### src/rtl/core/qte_pkg.sv
`timescale 1ns / 1ps
// ----------------------------------------------------------------------------
// qte_pkg
// Shared widths, constants and cell handoff types for the quaternion to
// Euler angle converter.
// ----------------------------------------------------------------------------
package qte_pkg;

  localparam int CordicStepsDef = 20;

  localparam int QW      = 32;   // quaternion component width
  localparam int PW      = 34;   // floored Q.30 product width
  localparam int AW      = 36;   // atan2 operand width
  localparam int SW      = 32;   // saturated sine width
  localparam int VW      = 62;   // integer square root working width
  localparam int SqrtSteps = 31; // one cell per result bit of sqrt(2^60)
  localparam int CW      = 40;   // CORDIC x/y width, covers gain growth
  localparam int ZW      = 34;   // CORDIC angle width, Q.30 radians
  localparam int MW      = 48;   // angle times tenths-per-radian width

  localparam logic signed [AW-1:0] Q30_ONE      = AW'(64'sd1073741824);
  localparam logic signed [ZW-1:0] HALF_PI_Q30  = ZW'(64'sd1686629713);
  localparam logic signed [MW-1:0] TENTHS_PER_RAD = MW'(64'sd573);
  localparam logic signed [MW-1:0] HALF_TURN_Q30  = MW'(64'sd1800) <<< 30;
  localparam logic [VW-1:0]        ONE_Q60        = VW'(1) << 60;

  localparam logic [2:0] ADDR_FLIP_ROLL = 3'd0;

  typedef struct packed {
    logic [VW-1:0] v;
    logic [VW-1:0] res;
  } sq_t;

  typedef struct packed {
    logic signed [CW-1:0] x;
    logic signed [CW-1:0] y;
    logic signed [ZW-1:0] z;
    logic                 zero;
  } cvec_t;

  typedef struct packed {
    logic signed [SW-1:0] s;
    logic signed [AW-1:0] rn;
    logic signed [AW-1:0] rd;
    logic signed [AW-1:0] yn;
    logic signed [AW-1:0] yd;
  } pend_t;

  // atan(2^-i) in Q.30 radians, truncated
  function automatic logic signed [ZW-1:0] atan_q30(input int i);
    logic signed [ZW-1:0] r;
    case (i)
      0:  r = ZW'(64'sd843314856);
      1:  r = ZW'(64'sd497837829);
      2:  r = ZW'(64'sd263043836);
      3:  r = ZW'(64'sd133525158);
      4:  r = ZW'(64'sd67021686);
      5:  r = ZW'(64'sd33543515);
      6:  r = ZW'(64'sd16775850);
      7:  r = ZW'(64'sd8388437);
      8:  r = ZW'(64'sd4194282);
      9:  r = ZW'(64'sd2097149);
      10: r = ZW'(64'sd1048575);
      11: r = ZW'(64'sd524287);
      12: r = ZW'(64'sd262143);
      13: r = ZW'(64'sd131071);
      14: r = ZW'(64'sd65535);
      15: r = ZW'(64'sd32767);
      16: r = ZW'(64'sd16383);
      17: r = ZW'(64'sd8191);
      18: r = ZW'(64'sd4095);
      19: r = ZW'(64'sd2047);
      20: r = ZW'(64'sd1023);
      21: r = ZW'(64'sd511);
      22: r = ZW'(64'sd255);
      23: r = ZW'(64'sd127);
      24: r = ZW'(64'sd63);
      25: r = ZW'(64'sd31);
      26: r = ZW'(64'sd15);
      27: r = ZW'(64'sd8);
      28: r = ZW'(64'sd4);
      29: r = ZW'(64'sd2);
      30: r = ZW'(64'sd1);
      default: r = '0;
    endcase
    return r;
  endfunction

  // divide by 2^30, rounding toward zero
  function automatic logic signed [MW-1:0] trunc_q30(input logic signed [MW-1:0] a);
    logic signed [MW-1:0] b;
    b = a + (a[MW-1] ? MW'(64'sd1073741823) : '0);
    return b >>> 30;
  endfunction

endpackage

### src/rtl/core/qte_sqrt_cell.sv
`timescale 1ns / 1ps
// ----------------------------------------------------------------------------
// qte_sqrt_cell
// One bit step of the restoring integer square root.
// ----------------------------------------------------------------------------
module qte_sqrt_cell import qte_pkg::*; #(
  parameter int BitPos = 60
) (
  input  logic clk_i,
  input  logic en_i,
  input  sq_t  d_i,
  output sq_t  d_o
);

  localparam logic [VW-1:0] Bit = VW'(1) << BitPos;

  sq_t         d_d;
  sq_t         d_q;
  logic [VW-1:0] trial;

  always_comb begin
    trial = d_i.res + Bit;
    if (d_i.v >= trial) begin
      d_d.v   = d_i.v - trial;
      d_d.res = (d_i.res >> 1) + Bit;
    end else begin
      d_d.v   = d_i.v;
      d_d.res = d_i.res >> 1;
    end
  end

  always_ff @(posedge clk_i) begin
    if (en_i) begin
      d_q <= d_d;
    end
  end

  assign d_o = d_q;

endmodule

### config.mk
export PLATFORM = sky130hd
export DESIGN_NAME = qte_sqrt_cell
export DESIGN_NICKNAME = d
export VERILOG_FILES = /design/src/rtl/core/qte_pkg.sv /design/src/rtl/core/qte_sqrt_cell.sv
export SDC_FILE = /design/constraint.sdc
export NUM_CORES = 1
export LEC_CHECK = 0
export BUFFER_PORTS_ARGS = -buffer_cell sky130_fd_sc_hd__buf_2
export CAP_MARGIN = 25
export CORE_AREA = 2 2 144 146
export DETAILED_ROUTE_END_ITERATION = 16
export DIE_AREA = 0 0 146 148
export GPL_ROUTABILITY_DRIVEN = 0
export HOLD_SLACK_MARGIN = 0.15
export PLACE_DENSITY = 0.71
export SKIP_LAST_GASP = 1
export SLEW_MARGIN = 40
export SYNTH_ARGS = -nofsm -noshare
export SYNTH_HDL_FRONTEND = slang
export SYNTH_SLANG_ARGS = --single-unit
### constraint.sdc
create_clock -name clk_i -period 4.41 [get_ports clk_i]
set_input_delay 0.6615 -clock clk_i [delete_from_list [all_inputs] [get_ports clk_i]]
set_output_delay 0.6615 -clock clk_i [all_outputs]
set_load 0.03 [all_outputs]
==> run_results.csv <==
group,metric,value,unit
global_route,grt_remaining_overflow,0,
place,io_buffers,249,
sta,setup_violations,0,
cts,cts_max_path_buffers,2,
finish,final_common_cell,"buf_2",
sta,min_period_over_period,86.6,%
routing,totalWireLength,21.9,mm
routing,wl_per_cell,16.3,um
floorplan,die_area,21600,um^2
power_and_ir_drop,p_sw,1400,uW
synth,syn_area_per_cell,10.8,um^2
sta,rsz0062_at_grt,"no",
cts,htreeDepth,4,
cts,cts_sinks,124,
global_route,grt_max_degree,113,
power_and_ir_drop,p_per_area,398,nW/um^2
sta,finalHoldViolations,0,
synth,synth_cell_types,68,
power_and_ir_drop,switching_share,32.4,%
finish,final_cells,1344,
power_and_ir_drop,power_frac_clock,32.9,%
power_and_ir_drop,ir_worst_vdd,270,uV
synth,yosysWarnings,0,
cts,numCtsBuffers,17,
synth,synthFlopType,"edfxtp_1",
setup_path,crit_type,"in -> reg",
status,status,"finished clean",
synth,ys_ff_latch,124,
routing,drcViolationCount,0,
cts,post_cts_buffers,0,
sta,max_slew.worst_pin.slew,0.743,ns
synth,syn_area,8880,um^2
cts,clk_pin_slew,0.06,ns
floorplan,die_y,148,um
floorplan,core_area,20000,um^2
global_route,grt_pass1_wl,34.7,mm
setup_path,critPathRequiredTime,4.58,ns
sta,fin_setup_tns,0,ns
routing,firstDrtPassIters,4,
floorplan,die_x,146,um
power_and_ir_drop,p_leak,0.00497,uW
routing,ant_nets,0,
setup_path,start_kind,"input pin",
sta,clock.fmax,262,MHz
finish,syn_to_final_growth,21.9,%
finish,final_cell_mix,"buf_2 (248), edfxtp_1 (124), a21oi_1 (82)",
synth,netlist_top_cells_area,"edfxtp_1 (42%), mux2_4 (9.3%), ha_1 (8.7%)",
synth,synthArstFlopShare,0,%
power_and_ir_drop,p_seq_share,34.9,%
place,placedCellCount,1311,
finish,fin_util,54.0,%
global_route,grt_use_total,20.1,%
finish,num_antenna_cells,0,
cts,cts_resized,0,
cts,postCtsHoldBufs,0,
finish,fill_cells,1799,
synth,yosys.area.top_type,"edfxtp_1",
setup_path,cp.arrival,3.99,ns
floorplan,top_level_ports,250,
hold_path,hp-class,"in -> reg",
sta,fin_hold_ws,0.427,ns
setup_path,crit_fanout,5,
power_and_ir_drop,comb_power_share,32.2,%
synth,synth.yosys.seq_area_share,41.9,%
floorplan,initial_utilization,44.3,%
setup_path,critPathCaptureType,"flip-flop",
finish,largest_reg_flops,124,
sta,final.min_clock_period,3.82,ns
routing,viasPerCell,5.29,
finish,drive_above_1_share,33.9,%
place,place_hpwl,17.0,mm
global_route,grt_pass1_vias,6967,
synth,synth_fp_nets,1011,
synth,synth_top_cell_area_share,41.9,%
synth,synth_edf_count,124,
global_route,antenna_found_initial,0,
synth,synthCells,822,
sta,slew_headroom,50.1,%
job,maxCapViolCount,0,
sta,drv_slew,0,
power_and_ir_drop,p_int,2910,uW
cts,tritoncts,"yes",
routing,vias,7112,
floorplan,rows,52,
cts,root_buffer,"clkbuf_16",
finish,nets,1250,
routing,initialDrtViolationCount,493,
## per-stage QoR
stage | worst slack (ns) | cell area (um^2) | power, uW
final | 0.593 | 10800 | 4300
after CTS | 0.659 | 10800 | 4330
after floorplan | 0.685 | 8880 | 2570
after global placement | 0.242 | 10200 | 2890
after detailed placement | 0.244 | 10200 | 2900
after global routing | 0.433 | 10800 | 4490
## cell usage after synthesis, types with 3 or more instances
master	instances
a211oi_1	6
a21boi_0	6
a21o_1	26
a21oi_1	82
a31oi_1	11
and2_1	5
and3_1	5
buf_4	9
buf_6	12
clkbuf_2	3
edfxtp_1	124
ha_1	62
inv_1	74
mux2_2	4
mux2_4	55
mux2i_1	3
nand2_1	63
nand2b_1	4
nand3_1	11
nand4_1	20
nor2_1	34
nor2b_1	5
nor3_1	9
o211ai_1	8
o21a_1	7
o21ai_0	43
o21bai_1	11
o31ai_1	4
or3_1	4
xnor2_1	39
xor2_1	22
## power by group through the flow
stage	combinational (uW)	sequential (uW)	clock (uW)
2_1_floorplan	750	1820	0
3_3_place_gp	1360	1530	0
3_5_place_dp	1380	1530	0
4_1_cts	1390	1500	1440
5_1_grt	1490	1510	1480
6_report	1390	1500	1420
## worst max-delay path, cell delays in order
cell	delay (ns)
buf_2	0.10
inv_1	0.04
ha_1	0.36
a21oi_1	0.11
a211oi_1	0.42
o2111ai_1	0.29
a21oi_1	0.32
a31oi_1	0.23
o31a_1	0.37
o31ai_1	0.46
a21boi_0	0.20
xnor2_1	0.16
mux2_4	0.26
## logic make-up (layout without fill, tap and decap cells)
group           Yosys count  after routing  share of synthesized area, %
compound gates          230            230                          16.7
simple gates            172            172                          9.34
flops                   124            124                          41.9
buf+inv                 110            362                          6.86
fa+ha+maj                63             63                          8.96
mux                      62             62                          10.1
xor+xnor                 61             61                          6.02
## routing by layer
layer  share of wire (%)  vias up  track usage (%)
met4                 1.8        0             6.50
met2                  47      247             33.0
met3                 6.7       30             5.09
li1                    -     3493                -
met5                   0        -                0
met1                  45     3342             26.2
## path summary, 6_finish.rpt
check    from            endpoint  slack (ns)  cells past startpoint
max    d_i[2]  d_o[117]$_DFFE_PP_        0.59                     13
min    d_i[4]    d_o[3]$_DFFE_PP_        0.43                      1
## layout make-up
cell class | count | area, um^2 | area share, %
Inverter | 74 | 278 | 2.57
Sequential cell | 124 | 3720 | 34.4
Clock buffer | 19 | 433 | 4.00
Tap cell | 270 | 338 | 3.12
Clock inverter | 13 | 150 | 1.39
Multi-Input combinational cell | 588 | 4550 | 42.0
Timing Repair Buffer | 256 | 1350 | 12.5
(Power assumes the default switching activity.)
