**src/rtl/core/qte_pkg.sv**
```systemverilog
`timescale 1ns / 1ps
// ----------------------------------------------------------------------------
// qte_pkg
// Shared widths, constants and cell handoff types for the quaternion to
// Euler angle converter.
// ----------------------------------------------------------------------------
package qte_pkg;

  localparam int CordicStepsDef = 20;

  localparam int QW      = 32;   // quaternion component width
  localparam int PW      = 34;   // floored Q.30 product width
  localparam int AW      = 36;   // atan2 operand width
  localparam int SW      = 32;   // saturated sine width
  localparam int VW      = 62;   // integer square root working width
  localparam int SqrtSteps = 31; // one cell per result bit of sqrt(2^60)
  localparam int CW      = 40;   // CORDIC x/y width, covers gain growth
  localparam int ZW      = 34;   // CORDIC angle width, Q.30 radians
  localparam int MW      = 48;   // angle times tenths-per-radian width

  localparam logic signed [AW-1:0] Q30_ONE      = AW'(64'sd1073741824);
  localparam logic signed [ZW-1:0] HALF_PI_Q30  = ZW'(64'sd1686629713);
  localparam logic signed [MW-1:0] TENTHS_PER_RAD = MW'(64'sd573);
  localparam logic signed [MW-1:0] HALF_TURN_Q30  = MW'(64'sd1800) <<< 30;
  localparam logic [VW-1:0]        ONE_Q60        = VW'(1) << 60;

  localparam logic [2:0] ADDR_FLIP_ROLL = 3'd0;

  typedef struct packed {
    logic [VW-1:0] v;
    logic [VW-1:0] res;
  } sq_t;

  typedef struct packed {
    logic signed [CW-1:0] x;
    logic signed [CW-1:0] y;
    logic signed [ZW-1:0] z;
    logic                 zero;
  } cvec_t;

  typedef struct packed {
    logic signed [SW-1:0] s;
    logic signed [AW-1:0] rn;
    logic signed [AW-1:0] rd;
    logic signed [AW-1:0] yn;
    logic signed [AW-1:0] yd;
  } pend_t;

  // atan(2^-i) in Q.30 radians, truncated
  function automatic logic signed [ZW-1:0] atan_q30(input int i);
    logic signed [ZW-1:0] r;
    case (i)
      0:  r = ZW'(64'sd843314856);
      1:  r = ZW'(64'sd497837829);
      2:  r = ZW'(64'sd263043836);
      3:  r = ZW'(64'sd133525158);
      4:  r = ZW'(64'sd67021686);
      5:  r = ZW'(64'sd33543515);
      6:  r = ZW'(64'sd16775850);
      7:  r = ZW'(64'sd8388437);
      8:  r = ZW'(64'sd4194282);
      9:  r = ZW'(64'sd2097149);
      10: r = ZW'(64'sd1048575);
      11: r = ZW'(64'sd524287);
      12: r = ZW'(64'sd262143);
      13: r = ZW'(64'sd131071);
      14: r = ZW'(64'sd65535);
      15: r = ZW'(64'sd32767);
      16: r = ZW'(64'sd16383);
      17: r = ZW'(64'sd8191);
      18: r = ZW'(64'sd4095);
      19: r = ZW'(64'sd2047);
      20: r = ZW'(64'sd1023);
      21: r = ZW'(64'sd511);
      22: r = ZW'(64'sd255);
      23: r = ZW'(64'sd127);
      24: r = ZW'(64'sd63);
      25: r = ZW'(64'sd31);
      26: r = ZW'(64'sd15);
      27: r = ZW'(64'sd8);
      28: r = ZW'(64'sd4);
      29: r = ZW'(64'sd2);
      30: r = ZW'(64'sd1);
      default: r = '0;
    endcase
    return r;
  endfunction

  // divide by 2^30, rounding toward zero
  function automatic logic signed [MW-1:0] trunc_q30(input logic signed [MW-1:0] a);
    logic signed [MW-1:0] b;
    b = a + (a[MW-1] ? MW'(64'sd1073741823) : '0);
    return b >>> 30;
  endfunction

endpackage

```
**src/rtl/core/qte_cordic_cell.sv**
```systemverilog
`timescale 1ns / 1ps
// ----------------------------------------------------------------------------
// qte_cordic_cell
// One vectoring micro-rotation; drives y toward zero and books the angle.
// ----------------------------------------------------------------------------
module qte_cordic_cell import qte_pkg::*; #(
  parameter int Idx = 0
) (
  input  logic  clk_i,
  input  logic  en_i,
  input  cvec_t d_i,
  output cvec_t d_o
);

  cvec_t                d_d;
  cvec_t                d_q;
  logic signed [CW-1:0] dx;
  logic signed [CW-1:0] dy;

  always_comb begin
    dx = d_i.y >>> Idx;
    dy = d_i.x >>> Idx;
    d_d.zero = d_i.zero;
    // y of zero rotates as positive
    if (!d_i.y[CW-1]) begin
      d_d.x = d_i.x + dx;
      d_d.y = d_i.y - dy;
      d_d.z = d_i.z + atan_q30(Idx);
    end else begin
      d_d.x = d_i.x - dx;
      d_d.y = d_i.y + dy;
      d_d.z = d_i.z - atan_q30(Idx);
    end
  end

  always_ff @(posedge clk_i) begin
    if (en_i) begin
      d_q <= d_d;
    end
  end

  assign d_o = d_q;

endmodule

```
**config.mk**
```make
export PLATFORM = sky130hd
export DESIGN_NAME = qte_cordic_cell
export DESIGN_NICKNAME = d
export VERILOG_FILES = /design/src/rtl/core/qte_pkg.sv /design/src/rtl/core/qte_cordic_cell.sv
export SDC_FILE = /design/constraint.sdc
export NUM_CORES = 1
export LEC_CHECK = 0
export ABC_AREA = 1
export ABC_CLOCK_PERIOD_IN_PS = 6550
export BUFFER_PORTS_ARGS = -buffer_cell sky130_fd_sc_hd__buf_2
export CORE_ASPECT_RATIO = 0.7
export CORE_UTILIZATION = 25
export DETAILED_ROUTE_END_ITERATION = 6
export HOLD_SLACK_MARGIN = 0.08
export PLACE_DENSITY = 0.45
export SYNTH_ARGS = -nofsm -noshare
export SYNTH_HDL_FRONTEND = slang
export SYNTH_SLANG_ARGS = --single-unit
```
**constraint.sdc**
```tcl
create_clock -name clk_i -period 6.55 [get_ports clk_i]
set_clock_uncertainty 0.05 [all_clocks]
set_input_delay 1.31 -clock clk_i [delete_from_list [all_inputs] [get_ports clk_i]]
set_output_delay 1.31 -clock clk_i [all_outputs]
set_load 0.005 [all_outputs]
```
==> impl.org, run 1 <==
** Status
- The flow ran to the end, and the final reports show no timing, DRC or antenna violations.

** Cells and area
- The area growth from synthesis to layout is 15.53%.
- Flip-flop count of the largest register after layout :: 114
- Most common library cell in the layout ignoring fill and taps :: sky130_fd_sc_hd__nand2_1
- Final Instance Area :: 17070 um2
- Of the cells placed in the final design, the portion with a size suffix greater than 1 is ~15%.
- The number of antenna diodes in the final layout is 0.
- Highest-count cells in the layout ignoring fill and taps :: 664 x sky130_fd_sc_hd__nand2_1, 331 x sky130_fd_sc_hd__inv_1, 229 x sky130_fd_sc_hd__buf_2, 191 x sky130_fd_sc_hd__nand3_1, 175 x sky130_fd_sc_hd__nor2_1
- The net count of the finished layout is 2756.
- Measured on the finished design, the core utilization comes to between 20 and 30%.
- Fill cells :: 6570

** Drt
- Number of optimization iterations in the first detailed-route pass :: 6
- Final antenna-violating net count :: 0
- The final route contains 15450 vias.
- Routed wire length per instance :: 19.08 um
- After detailed routing, the number of remaining DRC violations is 0.
- Drt first-iter violations :: 1469
- Final wirelength :: roughly 62 mm
- Post-detailed-route via-to-cell ratio :: ~4.8

** Logic synthesis
- The synthesized design contains between 100 and 150 enable-type register cells.
- For this run, asynchronously set or reset flops after synthesis account for 0%.
- Mean instance size in the synthesized netlist :: 6.487 um2
- Synthesized flop and latch total :: 114
- Count of distinct cell types in the synthesized netlist :: 45
- Warnings, synthesis :: 0
- Synthesis produced a netlist with a net count of 2557.
- For this run, the register share of the synthesized area comes to 23.17%.
- Post-synthesis cell area :: 14770 um2
- Synthesized instance count :: 2277
- Among all flip-flop cells after synthesis, the most frequent one is sky130_fd_sc_hd__edfxtp_1.

** Clock tree
- Total setup buffers inserted after CTS :: 0
- CTS root buf :: sky130_fd_sc_hd__clkbuf_16
- Number of gates resized after CTS :: 0
- # clock sinks :: 114
- The H-tree generated during clock tree synthesis spans 4 levels.
- In this run the deepest clock path goes through 2 buffers.
- Post-cts hold buffer count :: 0
- TritonCTS built the clock tree.
- Number of buffers added by the clock tree synthesis step :: 17
- CTS clk-pin slew, worst paths :: 70 ps

** Timing
- Post-layout minimum cycle time :: around 3800 ps
- Setup repair after global routing missed its margin :: false
- On the final layout, the worst hold slack is 965.3 ps.
- Dividing the final minimum period by the clock period gives 58.31%.
- Setup total negative slack on the finished layout was measured at 0 ps.
- Number of slew-limit violations in the final report :: 0
- Slew at the pin with the worst max-slew slack :: 1023 ps
- Final count of negative-setup-slack endpoints :: 0
- In the post-route analysis, the smallest setup slack over all paths is approximately 2700 ps.
- Relative slew margins :: 31.77%
- Timing would allow up to 261.8 MHz.
- The final-report hold violation count is 0.

** Floorplan
- X dimension of the die :: ~300 um
- Row generation in the floorplan step produced 74 rows.
- Core outline area :: 58330 um2
- 232 I/O pins were placed.
- Initial core utilization :: 25.32%
- The die is 205.4 um tall.
- The die covers 60080 um2.

** Global route
- Entering global routing, the biggest net connects 80 pins.
- The first global-routing pass estimated around 91 mm of wire.
- GRT overflow :: 0
- The via count of the first global-routing pass came to between 15000 and 20000.
- In the global route stage, overall resource usage came out at 20.58%.
- The number of antenna violations at the first check in global routing came to 0.

** Setup path
- In this run the worst path has a maximum fanout of 58.
- The largest individual stage delay along the critical path comes from the cell sky130_fd_sc_hd__buf_4.
- Data required time at the worst endpoint :: 6730 ps
- CP startpoint kind :: primary input
- For the worst setup path, the data arrival time is 4000 ps.
- The critical path in this run is classified as primary input to flop.
- Crit path capture type :: flop
- Critical path buffers and inverters :: 2
- Crit path largest cell delay :: ~700 ps
- Most frequent cell on the critical path :: sky130_fd_sc_hd__nand2_1
- Crit path cell chain :: buf_4 -> buf_4 -> ha_1 -> a21oi_1 -> o21ai_0 -> a21oi_1 -> nor2_1 -> nor2_1 -> nand2_1 -> nand2_1 -> nand2_1
- Top cell family by delay on the critical path :: buffers and inverters

** Place
- Summed over all nets, the half-perimeter wirelength after detailed placement is approximately 53 mm.
- Setup slack after placement :: 2268 ps
- Number of port buffers :: 231
- Routability-driven placement finished with a final weighted congestion of 0.9526.
- Once placement finished, the instance area stood at 16520 um2.

** Pwr
- Leak pwr :: 8.569 nW
- Dividing total power by cell area gives a power density of roughly 190 nW/um2.
- IR analysis of the VDD net gives a maximum drop of 208.5 uV.

** Worst hold path
- The min-delay analysis places its worst path in the category primary input to flop.

** Run
- Max-cap violations in this run came to 0.
power by group:
| group | internal, mW | switching [mW] |
|---|---|---|
| clock network | 0.490 | 0.426 |
| registers | 0.945 | 0.0361 |
| logic | 0.423 | 0.925 |
| total | 1.86 | 1.39 |
cells in the mapped netlist, drive strengths merged, types with 4 or more instances:
cell    count  area [um2]
nand2     694        2715
or2         7       43.79
nand4      19       118.9
o21ai     137       696.9
edfxtp    114        3423
o22ai       9       56.30
nor3       28       145.1
inv       347        1303
nand3b      7       52.55
a21o       11       82.58
buf        47       364.1
o21bai     20       161.4
ha        159        1989
xor2       43       376.6
nand3     196        1006
nor2      227        1042
fa          4       80.08
a21oi     172       879.6
xnor2       6       52.55
a31oi      10       62.56
clkbuf      7       26.28
area by class of cell:
cell class	instances	area [um2]	area share (%)
inverter	348	1308	7.661
tap	760	950.9	5.572
clock buffer	17	425.4	2.493
multi-input combinational	1761	9652	56.55
timing repair buffer	234	1184	6.935
clock inverter	15	123.9	0.7258
sequential	114	3423	20.06
logic make-up after synthesis:
kind of cell	Yosys count	share of synthesized area (%)
flops	114	23.17
fa+ha+maj	163	14.01
simple gates	1183	34.90
xor+xnor	49	2.905
compound gates	365	13.46
mux	1	0.06776
buf+inv	402	11.49
per-stage QoR:
stage / cells / power, mW
after floorplan: 2277 / 1.810
after global placement: 3217 / 2.339
after detailed placement: 3217 / 2.333
after CTS: 3249 / 3.282
after global routing: 3249 / 3.469
final: 3249 / 3.246
layer usage:
layer	share of wire (%)	wire length, um	vias to the layer above	GRT usage (%)
met4	1.1	654	0	3.964
li1	-	-	7753	-
met5	0	0	-	0
met3	5.6	3485	35	3.132
met2	42	25830	456	30.98
met1	52	32030	7203	30.75
worst paths after layout:
kind,cells after the start,slack (ps),startpoint,to
max,11,2730,d_i[74],d_o[34]
min,1,970,d_i[1],d_o[1]
No activity file was read; power rests on OpenSTA's default activity.
==> inputs of run 2 (changes only) <==
--- a/config.mk
+++ b/config.mk
@@ -5,14 +5,14 @@
 export SDC_FILE = /design/constraint.sdc
 export NUM_CORES = 1
 export LEC_CHECK = 0
-export ABC_AREA = 1
-export ABC_CLOCK_PERIOD_IN_PS = 6550
+export ABC_AREA = 0
+export ABC_CLOCK_PERIOD_IN_PS = 3300
 export BUFFER_PORTS_ARGS = -buffer_cell sky130_fd_sc_hd__buf_2
 export CORE_ASPECT_RATIO = 0.7
 export CORE_UTILIZATION = 25
 export DETAILED_ROUTE_END_ITERATION = 6
 export HOLD_SLACK_MARGIN = 0.08
-export PLACE_DENSITY = 0.45
+export PLACE_DENSITY = 0.47
 export SYNTH_ARGS = -nofsm -noshare
 export SYNTH_HDL_FRONTEND = slang
 export SYNTH_SLANG_ARGS = --single-unit
==> constraint.sdc (replaced) <==
create_clock -name clk_i -period 3.3 [get_ports clk_i]
set_clock_uncertainty 0.05 [all_clocks]
set_input_delay 0.66 -clock clk_i [delete_from_list [all_inputs] [get_ports clk_i]]
set_output_delay 0.66 -clock clk_i [all_outputs]
set_load 0.005 [all_outputs]
==> impl.org, run 2 <==
** Logic synthesis
- Post-synthesis cell area :: 12250 um2 (-17%)
- Synthesized flop and latch total :: 114 (unchanged)
- The number of flops mapped to enable cells by yosys is 114 (unchanged).
- The number of instances in the synthesized netlist is 1442 (-37%).
- The post-synthesis async set-or-reset flop share came to 0% (unchanged).
- The count of yosys warnings during synthesis came to 0 (unchanged).
- By area the synthesized netlist is led by sky130_fd_sc_hd__edfxtp_1 28%, sky130_fd_sc_hd__ha_1 16%, sky130_fd_sc_hd__a21oi_1 7.5%, sky130_fd_sc_hd__xnor2_1 5.1%, sky130_fd_sc_hd__inv_1 3.8%.
- The top cell type's share of synthesized area came to 27.96% (+4.8 points).
- The mean instance size in the synthesized netlist is 8.492 um2 (+31%).
- Synth top cells by count :: 183 x sky130_fd_sc_hd__a21oi_1, 159 x sky130_fd_sc_hd__ha_1, 124 x sky130_fd_sc_hd__inv_1
- Post-synth top area cell :: sky130_fd_sc_hd__edfxtp_1
- For this run, the leading register cell type out of synthesis is sky130_fd_sc_hd__edfxtp_1.
- Count of distinct cell types in the synthesized netlist :: 79 (+76%)
- The net count after synthesis was 1722 (-33%).
- The sequential element share of the synthesized area is 27.96% (+4.8 points).
- Among all cell types in the netlist, the one instantiated most often is sky130_fd_sc_hd__a21oi_1.

** Run
- Number of max-capacitance violations reported :: 0 (unchanged)

** Pwr
- Overall power after layout :: 7.222 mW (+120%)
- The areal power density over the cells came to 391.7 nW/um2 (+110%).
- The highest ir drop seen on vdd is 271.4 uV (+30%).
- The static leakage is 8.643 nW (+0.86%).

** Drt
- The count of TritonRoute iterations in the first routing pass was 5 (-1).
- The number of DRC violations after detailed-routing iteration 0 came to 985 (-33%).
- Vias post-DR :: 13460 (-13%)
- # DRC :: 0 (unchanged)
- Final antenna-violating net count :: 0 (unchanged)
- Routed wire length per instance :: 18.71 um (-2.0%)
- The total length of routed wires was 51.69 mm (-17%).
- Post-detailed-route via-to-cell ratio :: 4.873 (+2.5%)

** Floorplan
- The initial standard-cell utilization of the core came to 25.45% (+0.12 points).
- The I/O pin count is 232 (unchanged).
- The height of the chip was 187.2 um (-8.9%).
- The area inside the core boundary came to 48120 um2 (-18%).
- The number of rows in the core area is 67 (-9.5%).
- Die area :: 49890 um2 (-17%)
- The die span in x came to 266.5 um (-8.9%).

** Global route
- GRT Overall Usage :: 20.43% (-0.16 points)
- The total grt overflow came to 0 (unchanged).
- First-pass GRT wire length :: 77.13 mm (-15%)
- The largest net degree at the start of global routing came to 64 (-20%).
- Initial antenna violation count :: 6 (+6)
- Vias in the first global route :: 13170 (-12%)

** Place
- The number of buffers inserted by port buffering is 231 (unchanged).
- Setup slack after placement :: -699.8 ps (-2968 ps)
- The global placement routability congestion is 0.8916 (-6.4%).
- The detailed placer's ending HPWL was 42.77 mm (-19%).
- The number of placed instances, taps included was 2724 (-15%).

** Timing
- Based on the critical path, the design can be clocked at up to 304.9 MHz.
- The final critical path takes up 99.38% of the cycle.
- Number of hold violations in the final report :: 0 (unchanged)
- The count of final setup violators was 0 (unchanged).
- The final total negative setup slack came to 0 ps (unchanged).
- Post-layout minimum cycle time :: 3280 ps
- Slew at the pin with the worst max-slew slack :: 658.7 ps (-364.7 ps)
- The number of max-slew violations in the final report is 0 (unchanged).
- The smallest setup slack after layout was 20.45 ps (-2710 ps).
- The worst slew margin relative to its limit is 56.08% (+24 points).

** Cells and area
- The post-layout instance count excluding filler cells is 2763 (-15%).
- Seq. cell area :: 3423 um2 (unchanged)
- The layout filler cell count was 5023 (-24%).
- Highest-count cells in the layout ignoring fill and taps :: 454 x sky130_fd_sc_hd__buf_4, 224 x sky130_fd_sc_hd__buf_2, 180 x sky130_fd_sc_hd__a21oi_1, 153 x sky130_fd_sc_hd__ha_1, 122 x sky130_fd_sc_hd__inv_1
- The flip-flop count of the largest register after layout is 114 (unchanged).
- The area of the multi-input gates is 8349 um2 (-13%).
- The final core area utilization was 38.32% (+9.1 points).
- The share of cells above drive strength 1 is 37.23% (+22 points).
- Final net count :: 2373 (-14%)
- Relative to the synthesized area, the layout overhead comes to 50.58%.
- Most common library cell in the layout ignoring fill and taps :: sky130_fd_sc_hd__buf_4

** Setup path
- On the critical path, the stage with the largest delay is an instance of sky130_fd_sc_hd__or4b_4.
- Crit path capture type :: flop
- Traced cell by cell, the critical path runs through buf_2 -> inv_1 -> ha_1 -> buf_6 -> nand2b_1 -> a21oi_1 -> buf_4 -> or4b_4 -> a311oi_4 -> o211ai_4 -> a211oi_2 -> nor4bb_2 -> o31a_1 -> xnor2_1.
- STA classifies the critical path startpoint as a primary input.
- Crit path largest cell delay :: 550 ps (-150 ps)
- Critical path buffers and inverters :: 4 (+2)
- The worst path required time came to 3460 ps (-3270 ps).
- The largest fanout on the critical path was 7 (-88%).
- On the critical path the largest part of the delay comes from compound AO/OA/AOI/OAI gates.
- Critical Setup Path Class :: primary input to flop
- Arrival time reported for the critical path endpoint :: 3440 ps (-560 ps)

** Worst hold path
- For hold timing, the worst endpoint is d_o[2].
- The worst hold path begins at d_i[2].
- Min-Delay Path Depth :: 1 (unchanged)
- Hold WC Path Type :: primary input to flop

** Clock tree
- The H-tree depth reported by CTS came to 4 (unchanged).
- The clock-pin slew on the worst setup and hold paths came to 70 ps (about the same).
- CTS root buf :: sky130_fd_sc_hd__clkbuf_16
- CTS max path bufs :: 2 (unchanged)
- TritonCTS built the clock tree.
- # clock sinks :: 114 (unchanged)
- The number of clock buffers inserted by TritonCTS is 17 (unchanged).

** Status
- Status :: finished, final reports clean
## run 2: cell count changes in the layout (fill, tap and decap cells not counted), sizes merged, moves of 16 or more
| cell | before | now |
|---|---|---|
| nand2 | 694 | 75 |
| nor2 | 227 | 105 |
| buf | 234 | 689 |
| xor2 | 43 | 27 |
| o31ai | 0 | 16 |
| nand2b | 0 | 17 |
| a21o | 11 | 43 |
| xnor2 | 6 | 72 |
| inv | 352 | 132 |
| nand3 | 196 | 27 |
| nor2b | 0 | 19 |
| mux2i | 1 | 19 |
| o21ai | 137 | 104 |
| a211oi | 0 | 19 |
## run 2: repair_timing
item | 4_1_cts | 5_1_grt
endpoints found under the setup margin | 8 | 28
hold buffers | 0 | 0
buffers inserted | 1 | 4
resized for setup | 8 | 42
pin swaps | 7 | 16
## run 2: worst max-delay path by stage
| stage | from | end | depth (start not counted) |
|---|---|---|---|
| 2_1_floorplan | d_i[35] | d_o[73] | 11 |
| 3_3_place_gp | d_i[49] | d_o[114] | 15 |
| 3_5_place_dp | d_i[49] | d_o[114] | 15 |
| 4_1_cts | d_i[48] | d_o[72] | 15 |
| 5_1_grt | d_i[35] | d_o[67] | 13 |
| 6_report | d_i[39] | d_o[73] | 14 |
## run 2: cell type report
cell class              instances  share of cell area [%]
inverters                     130                   2.660
well taps                     655                   4.445
clock inverters                15                   1.242
diodes                          2                 0.02714
repair buffers                689                   25.47
clock buffers                  17                   2.307
flip-flops and latches        114                   18.57
multi-input cells            1141                   45.28
## run 2: kinds of logic (layout without fill, tap and decap cells)
logic type | count (synthesis) | in the layout | synth area share, %
xor+xnor | 99 | 99 | 7.081
fa+ha+maj | 163 | 163 | 16.90
compound gates | 507 | 507 | 26.47
mux | 19 | 19 | 1.553
flops | 114 | 114 | 27.96
buf+inv | 187 | 851 | 5.875
simple gates | 353 | 353 | 14.16
other cells | 0 | 2 | 0
## run 2: through the flow
stage | hold slack, ps | instance area [um2]
after global placement | 786.6 | 17500
after detailed placement | 788.3 | 17500
after CTS | 288.1 | 18210
final | 313.9 | 18440
after floorplan | 708.9 | 12290
after global routing | 286.1 | 18440
## run 2: where the power goes
part / leakage (nW) / internal [mW] / total, mW / switching (mW)
registers: 1.12 / 1.92 / 2.01 / 0.0860
clock network: 0.308 / 1.35 / 2.17 / 0.829
logic: 7.22 / 1.44 / 3.04 / 1.59
## run 2: metal layers
| layer | wire, um | track usage (%) | part of all wire (%) |
|---|---|---|---|
| met4 | 838 | 4.885 | 1.6 |
| met1 | 26060 | 30.48 | 50 |
| met2 | 21360 | 29.50 | 41 |
| met3 | 3397 | 4.279 | 6.6 |
| met5 | 39 | 0 | 0.075 |
